<file path="src/hdl/twsd_pkg.sv">
// twsd_pkg: shared types and constants of the track to wire signed distance block
// payload structs, configuration codes and the job queue geometry
// no dependencies
`default_nettype none

package twsd_pkg;

    // input item of the block
    typedef struct packed {
        logic               func;
        logic [3:0]         layer;
        logic [4:0]         wire_req;
        logic signed [31:0] slope_x;
        logic signed [31:0] intercept_x;
        logic signed [31:0] slope_z;
        logic signed [31:0] intercept_z;
        logic signed [31:0] hv_end_x;
        logic signed [31:0] hv_end_y;
        logic signed [31:0] ro_end_x;
        logic signed [31:0] ro_end_y;
    } t_in;

    // result item of the block
    typedef struct packed {
        logic signed [31:0] signed_distance;
        logic               lines_parallel;
    } t_out;

    // distance job: track plus the wire end points looked up in the table
    typedef struct packed {
        logic signed [31:0] slope_x;
        logic signed [31:0] intercept_x;
        logic signed [31:0] slope_z;
        logic signed [31:0] intercept_z;
        logic signed [31:0] hv_x;
        logic signed [31:0] hv_y;
        logic signed [31:0] ro_x;
        logic signed [31:0] ro_y;
    } t_job;

    // configuration register values
    typedef struct packed {
        logic signed [31:0] upper_plane_y;
        logic signed [31:0] lower_plane_y;
        logic [30:0]        wire_half_length;
    } t_cfg;

    // job queue geometry
    localparam int QUEUE_DEPTH = 4;
    localparam int QPTR_W      = 2;
    localparam int QLVL_W      = 3;

    // job handed from the front to the queue
    typedef struct packed {
        logic valid;
        t_job job;
    } t_beat;

    // queue status seen by front and back
    typedef struct packed {
        logic              empty;
        logic [QLVL_W-1:0] level;
    } t_qstat;

    // item function codes
    localparam logic FUNC_WRITE = 1'b0;
    localparam logic FUNC_DIST  = 1'b1;

    // configuration register indexes
    localparam int CFG_IDX_W = 2;
    localparam logic [CFG_IDX_W-1:0] CFG_UPPER_Y   = 2'd0;
    localparam logic [CFG_IDX_W-1:0] CFG_LOWER_Y   = 2'd1;
    localparam logic [CFG_IDX_W-1:0] CFG_HALF_LEN  = 2'd2;

endpackage

`default_nettype wire

</file>
<file path="src/hdl/twsd_queue.sv">
// twsd_queue: short job queue between the front and the distance pipeline
// depends on twsd_pkg for the job type and the queue geometry
`default_nettype none

module twsd_queue (
    input  wire                 i_clk,
    input  wire                 i_rst_n,
    input  twsd_pkg::t_beat     i_push,
    input  wire                 i_pop,
    output twsd_pkg::t_job      o_job,
    output twsd_pkg::t_qstat    o_qstat
);

    localparam int PW = twsd_pkg::QPTR_W;
    localparam int LW = twsd_pkg::QLVL_W;

    twsd_pkg::t_job r_mem [twsd_pkg::QUEUE_DEPTH];
    logic [PW-1:0]  r_wr_ptr;
    logic [PW-1:0]  r_rd_ptr;
    logic [LW-1:0]  r_count;

    // storage
    always_ff @(posedge i_clk) begin
        if (i_push.valid) begin
            r_mem[r_wr_ptr] <= i_push.job;
        end
    end

    // pointers and fill level
    always_ff @(posedge i_clk) begin
        if (!i_rst_n) begin
            r_wr_ptr <= '0;
            r_rd_ptr <= '0;
            r_count  <= '0;
        end else begin
            if (i_push.valid) begin
                r_wr_ptr <= r_wr_ptr + 1'b1;
            end
            if (i_pop) begin
                r_rd_ptr <= r_rd_ptr + 1'b1;
            end
            r_count <= r_count + LW'(i_push.valid) - LW'(i_pop);
        end
    end

    assign o_job         = r_mem[r_rd_ptr];
    assign o_qstat.empty = (r_count == '0);
    assign o_qstat.level = r_count;

`ifndef NO_ASSERTIONS
    a_no_push_full: assert property (@(posedge i_clk) disable iff (!i_rst_n)
        i_push.valid |-> r_count != LW'(twsd_pkg::QUEUE_DEPTH))
        else $error("job pushed into a full queue");

    a_no_pop_empty: assert property (@(posedge i_clk) disable iff (!i_rst_n)
        i_pop |-> r_count != '0)
        else $error("job popped from an empty queue");

    a_level_tracks: assert property (@(posedge i_clk) disable iff (!i_rst_n)
        1'b1 |=> r_count == $past(r_count) + LW'($past(i_push.valid)) - LW'($past(i_pop)))
        else $error("queue level out of step with pushes and pops");
`endif

endmodule

`default_nettype wire

</file>
<file path="config.mk">
export PLATFORM = sky130hd
export DESIGN_NAME = twsd_queue
export DESIGN_NICKNAME = d
export VERILOG_FILES = /design/src/hdl/twsd_pkg.sv /design/src/hdl/twsd_queue.sv
export SDC_FILE = /design/constraint.sdc
export NUM_CORES = 1
export LEC_CHECK = 0
export BUFFER_PORTS_ARGS = -buffer_cell sky130_fd_sc_hd__clkbuf_2
export CORE_MARGIN = 1
export CORE_UTILIZATION = 57
export CTS_CLUSTER_SIZE = 30
export DETAILED_ROUTE_END_ITERATION = 6
export PLACE_DENSITY_LB_ADDON = 0.25
export SLEW_MARGIN = 20
export SYNTH_ARGS = -nofsm -noshare
export SYNTH_HDL_FRONTEND = slang
export SYNTH_SLANG_ARGS = --single-unit
</file>
<file path="constraint.sdc">
create_clock -name i_clk -period 9 [get_ports i_clk]
set_input_delay 1.8 -clock i_clk [delete_from_list [all_inputs] [get_ports i_clk]]
set_output_delay 1.8 -clock i_clk [all_outputs]
set_load 0.03 [all_outputs]
</file>
### Yosys cells after proc, flatten, opt, wreduce, memory -nomap -nowiden

Memory sizes are Yosys's and may differ from the RTL's. A register that Yosys moved wholly into a read port is not among the register bits.
Index checks and enable logic that the tools add are counted.

* reduce and logical (&&, ||, !) cells: 1
* $add $sub $neg: 4
* mux-type cells: 4

Operators by type and width (number)
* $add A2 B1 Y2 const B: 2
* $mux W2: 2
* $add A3 B1 Y3: 1
* $logic_not A3 Y1: 1
* $sub A3 B1 Y3: 1
* $mux W1: 2

* RAM bits: 1024
* register bits: 7
* word-level logic and storage cells: 13
* memories: 1
* input port bits: 260
* output and inout port bits: 260

Memory list
* r_mem: depth 4, width 256, read ports 1, clocked after Yosys merged registers in 1, wr ports 1, RTL line twsd_queue.sv:17 `twsd_pkg::t_job r_mem [twsd_pkg::QUEUE_DEPTH];`

### Longest topological paths before layout

* depth after elaboration: 3
* mapped depth: 7
* mapped depth without buffers: 7

### Worst setup path after synthesis

OpenSTA, ideal clock, no wires.

* path kind: input-to-reg
* from: input i_push[256] in the netlist's numbering
* to: memory r_mem[0][0] in the netlist's numbering (enable)
* data arrival time: 7.586 ns
* library setup time: 0.648 ns
* path slack: 0.766 ns
* stages: 1
* path through: and2_1

* longest elaborated chain between the ends: 2

Ends and longest elaborated chain
* start, declared: RTL line twsd_queue.sv:8 `input twsd_pkg::t_beat i_push,`
* $mux W1: RTL line twsd_queue.sv:24 `if (i_push.valid) begin`
* $mux W1 (not written as such): RTL line twsd_queue.sv:25 `r_mem[r_wr_ptr] <= i_push.job;`
* end, declared: RTL line twsd_queue.sv:17

No other way between the ends.

==> impl_results.html <==
<table>
<tr><th>Metric</th><th>Value</th></tr>
<tr><th colspan="2">Final layout</th></tr>
<tr><td>Most common library cell in the layout ignoring fill and taps</td><td>edfxtp_1</td></tr>
<tr><td>Fin nets</td><td>2223</td></tr>
<tr><td>Layout Utilization</td><td>67.7%</td></tr>
<tr><td>Area growth from synthesis to final layout</td><td>16.7%</td></tr>
<tr><td>Leading cell types in the layout, fill and taps excluded</td><td>edfxtp_1 (1024), clkbuf_2 (519), mux4_2 (256)</td></tr>
<tr><td>Area of all placed cells without fillers</td><td>0.0439 mm2</td></tr>
<tr><td>Combined area of the multi-input logic cells</td><td>between 0.006 and 0.007 mm2</td></tr>
<tr><td>Fraction of layout instances using a drive strength above 1</td><td>between 40% and 50%</td></tr>
<tr><td>Register area</td><td>0.0309 mm2</td></tr>
<tr><td>Filler instances</td><td>approximately 3900</td></tr>
<tr><th colspan="2">Setup path</th></tr>
<tr><td>CP endpoint kind</td><td>output pin</td></tr>
<tr><td>Required time of the critical path</td><td>roughly 7 ns</td></tr>
<tr><td>Launching element type of the critical path</td><td>flip-flop</td></tr>
<tr><td>Critical path class</td><td>reg2out</td></tr>
<tr><td>Worst r2r path cells</td><td>5</td></tr>
<tr><td>Endpoint of the worst-slack reg-to-reg timing path</td><td>r_mem[0][77]$_DFFE_PP_</td></tr>
<tr><td>Critical-path maximum fanout</td><td>112</td></tr>
<tr><td>Critical Path AT</td><td>about 3.4 ns</td></tr>
<tr><td>Worst reg2reg startpoint</td><td>r_wr_ptr[0]$_SDFFE_PN0P_</td></tr>
<tr><td>Reg-to-reg slack, setup</td><td>slightly above 6 ns</td></tr>
<tr><th colspan="2">Status</th></tr>
<tr><td>Run status</td><td>complete, no violations</td></tr>
<tr><th colspan="2">Floorplanning</th></tr>
<tr><td>Vertical die dimension</td><td>around 260 um</td></tr>
<tr><td>Starting density of the core</td><td>58.0%</td></tr>
<tr><td>Std-Cell Rows</td><td>between 90 and 100</td></tr>
<tr><td>Die W</td><td>between 200 and 300 um</td></tr>
<tr><td>I/O pin count</td><td>between 500 and 600</td></tr>
<tr><td>Core footprint</td><td>0.0648 mm2</td></tr>
<tr><td>Die Footprint</td><td>approximately 0.067 mm2</td></tr>
<tr><th colspan="2">Place</th></tr>
<tr><td>Detailed placement HPWL</td><td>around 44 mm</td></tr>
<tr><td>Post-placement cell area</td><td>around 0.041 mm2</td></tr>
<tr><td>Number of buffers added on ports</td><td>just over 500</td></tr>
<tr><td>Final weighted congestion of routability-driven global placement</td><td>between 0.7 and 0.8</td></tr>
<tr><th colspan="2">Global route</th></tr>
<tr><td>Aggregate global routing overflow</td><td>0</td></tr>
<tr><td>Gr usage total</td><td>about 22%</td></tr>
<tr><td>Maximum number of pins on one net before global-route repair</td><td>152</td></tr>
<tr><td>Initial antenna violation count</td><td>24</td></tr>
<tr><td>Via count of the first global-routing pass</td><td>~18000</td></tr>
<tr><td>Global-route wire length before repair</td><td>109 mm</td></tr>
<tr><th colspan="2">Route</th></tr>
<tr><td>Number of search-and-repair iterations in the first detailed-routing pass</td><td>5</td></tr>
<tr><td>Number of DRC violations after detailed-routing iteration 0</td><td>approximately 1200</td></tr>
<tr><td>Avg WL per Cell</td><td>roughly 25 um</td></tr>
<tr><td>Post-DR vias/cell</td><td>about 5.8</td></tr>
<tr><td>Via Count</td><td>between 15000 and 20000</td></tr>
<tr><td>Final Routed Wirelength</td><td>around 74 mm</td></tr>
<tr><td>Detailed-route DRC error count</td><td>0</td></tr>
<tr><td>Number of routed nets with antenna violations</td><td>0</td></tr>
<tr><th colspan="2">Logic synthesis</th></tr>
<tr><td>Portion of the post-synthesis area used by sequential elements</td><td>roughly 80%</td></tr>
<tr><td>Most area-consuming cells after synthesis</td><td>edfxtp_1 (82%), mux4_2 (15%), buf_12 (1.2%), dfxtp_1 (0.48%), buf_2 (0.33%)</td></tr>
<tr><td>Total of flip-flops plus latches after synthesis</td><td>1033</td></tr>
<tr><td>Area of the mapped netlist</td><td>between 0.03 and 0.04 mm2</td></tr>
<tr><td>Post-synthesis area per instance</td><td>27.3 um2</td></tr>
<tr><td>Warning count from the yosys run</td><td>0</td></tr>
<tr><td>Cell type with the largest total area after synthesis</td><td>edfxtp_1</td></tr>
<tr><td>Count of cell types in the netlist</td><td>21</td></tr>
<tr><td>Cells after synthesis</td><td>1379</td></tr>
<tr><td>Fraction of synthesized cell area taken by the top area cell type</td><td>around four fifths</td></tr>
<tr><td>Synth Net Count</td><td>between 1500 and 2000</td></tr>
<tr><th colspan="2">Clock network</th></tr>
<tr><td>Total CTS buffers</td><td>99</td></tr>
<tr><td>Clock Path Buffers</td><td>3</td></tr>
<tr><td>CTS tree</td><td>built</td></tr>
<tr><td>Cell at the root of the clock tree</td><td>clkbuf_16</td></tr>
<tr><td># resized after CTS</td><td>0</td></tr>
<tr><td>Clock transition at the register clock pins on the worst setup and hold paths after CTS</td><td>about 0.060 ns</td></tr>
<tr><td>Buffers inserted by post-CTS timing repair</td><td>0</td></tr>
<tr><td>Sinks on Clock Net</td><td>1033</td></tr>
<tr><td>H-tree levels</td><td>3</td></tr>
<tr><td>Insertion delay to the later sink of the worst-skew pair</td><td>0.65 ns</td></tr>
<tr><td>Number of hold-repair buffers added at the cts stage</td><td>0</td></tr>
<tr><th colspan="2">Power and ir drop</th></tr>
<tr><td>Highest ir drop seen on vdd</td><td>0.206 mV</td></tr>
<tr><td>Leakage power total</td><td>roughly 15 nW</td></tr>
<tr><td>Power density cells</td><td>between 200 and 250 mW/mm2</td></tr>
<tr><th colspan="2">Timing</th></tr>
<tr><td>Final Cycle Share</td><td>57.4%</td></tr>
<tr><td>Max-slew violations</td><td>0</td></tr>
<tr><td>F_max</td><td>194 MHz</td></tr>
<tr><td>Max-slew headroom</td><td>17.6%</td></tr>
<tr><td>RSZ-0062 raised after global routing</td><td>no</td></tr>
<tr><td>Transition time of the tightest slew-check pin</td><td>between 1 and 1.5 ns</td></tr>
<tr><td>Shortest clock period the worst path allows after layout</td><td>~5.2 ns</td></tr>
<tr><td>Count of final hold-check violations</td><td>0</td></tr>
<tr><td>Worst clock skew</td><td>approximately 0.019 ns</td></tr>
<tr><td>Final-report setup violation count</td><td>0</td></tr>
<tr><td>Final hold slack</td><td>between 0.5 and 0.6 ns</td></tr>
<tr><td>Setup TNS</td><td>0 ns</td></tr>
<tr><th colspan="2">Min path</th></tr>
<tr><td>Hold path cells</td><td>2</td></tr>
<tr><td>Worst hold-check path type</td><td>reg2reg</td></tr>
<tr><td>Min-delay src</td><td>r_rd_ptr[0]$_SDFFE_PN0P_</td></tr>
<tr><th colspan="2">Job</th></tr>
<tr><td>Number of maximum-capacitance violations</td><td>0</td></tr>
</table>
layer usage:
layer	GRT usage [%]	vias up	part of all wire (%)
met5	0	-	0.21
met4	7.17	20	2.1
met3	7.57	112	9.2
met2	35.6	577	51
met1	28.5	8786	38
li1	-	7185	-
cell usage after synthesis (all sizes together):
cell type,n
edfxtp,1024
mux4,256
buf,54
dfxtp,9
inv,7
and2,6
ha,6
nor2,5
clkbuf,3
xnor2,2
a21bo,1
a21oi,1
fa,1
mux2i,1
nand3b,1
nor3,1
xor3,1
kinds of logic after synthesis:
group	share of synthesized area, %
muxes	15.4
AOI/OAI and AO/OA	0.0399
adders and majority gates	0.253
buffers and inverters	1.85
and+or+nand+nor	0.183
xor gates and xnor gates	0.110
DFF	82.2
metrics by stage:
step,cells,power [mW],setup WS (ns)
6_report,2899,10.7,3.83
5_1_grt,2895,11.0,3.57
4_1_cts,2887,10.8,3.74
3_5_place_dp,2710,6.96,4.43
3_3_place_gp,2710,6.93,4.38
2_1_floorplan,1379,6.62,0.766
where the power goes:
group / switching, mW / internal, mW / total (mW)
Clock: 1.67 / 2.19 / 3.86
Sequential: 0.0701 / 5.54 / 5.61
Combinational: 0.807 / 0.427 / 1.23
Total: 2.55 / 8.15 / 10.7
state kept, by name (all words and copies together) (netlist names), named ones only:
| name | flops |
|---|---|
| r_mem | 1024 |
| r_count | 3 |
| r_rd_ptr | 2 |
| r_wr_ptr | 2 |
area by class of cell:
type,count,share of cell area (%)
diodes,12,0.0684
clock buffers,132,6.04
clock inverters,45,0.881
inverters,7,0.0599
multi-input cells,282,13.7
flip-flops and latches,1033,70.5
well taps,855,2.44
repair buffers,533,6.36
how the worst max path moves through the flow:
| stage | from | to | slack (ns) | cells after the start |
|---|---|---|---|---|
| 2_1_floorplan | i_push[256] | r_mem[0][0]$_DFFE_PP_ | 0.77 | 1 |
| 3_3_place_gp | flip-flop | o_job[35] | 4.38 | 3 |
| 3_5_place_dp | flip-flop | o_job[35] | 4.43 | 3 |
| 4_1_cts | flip-flop | o_job[210] | 3.74 | 3 |
| 5_1_grt | flip-flop | o_job[213] | 3.57 | 3 |
| 6_report | flip-flop | o_job[210] | 3.83 | 3 |
worst max-delay path, cell delays in order, from the launching register on:
cell and delay (ns):
dfxtp_4 0.95, buf_12 0.69, mux4_2 0.64, clkbuf_2 0.21
(Power assumes the default switching activity.)
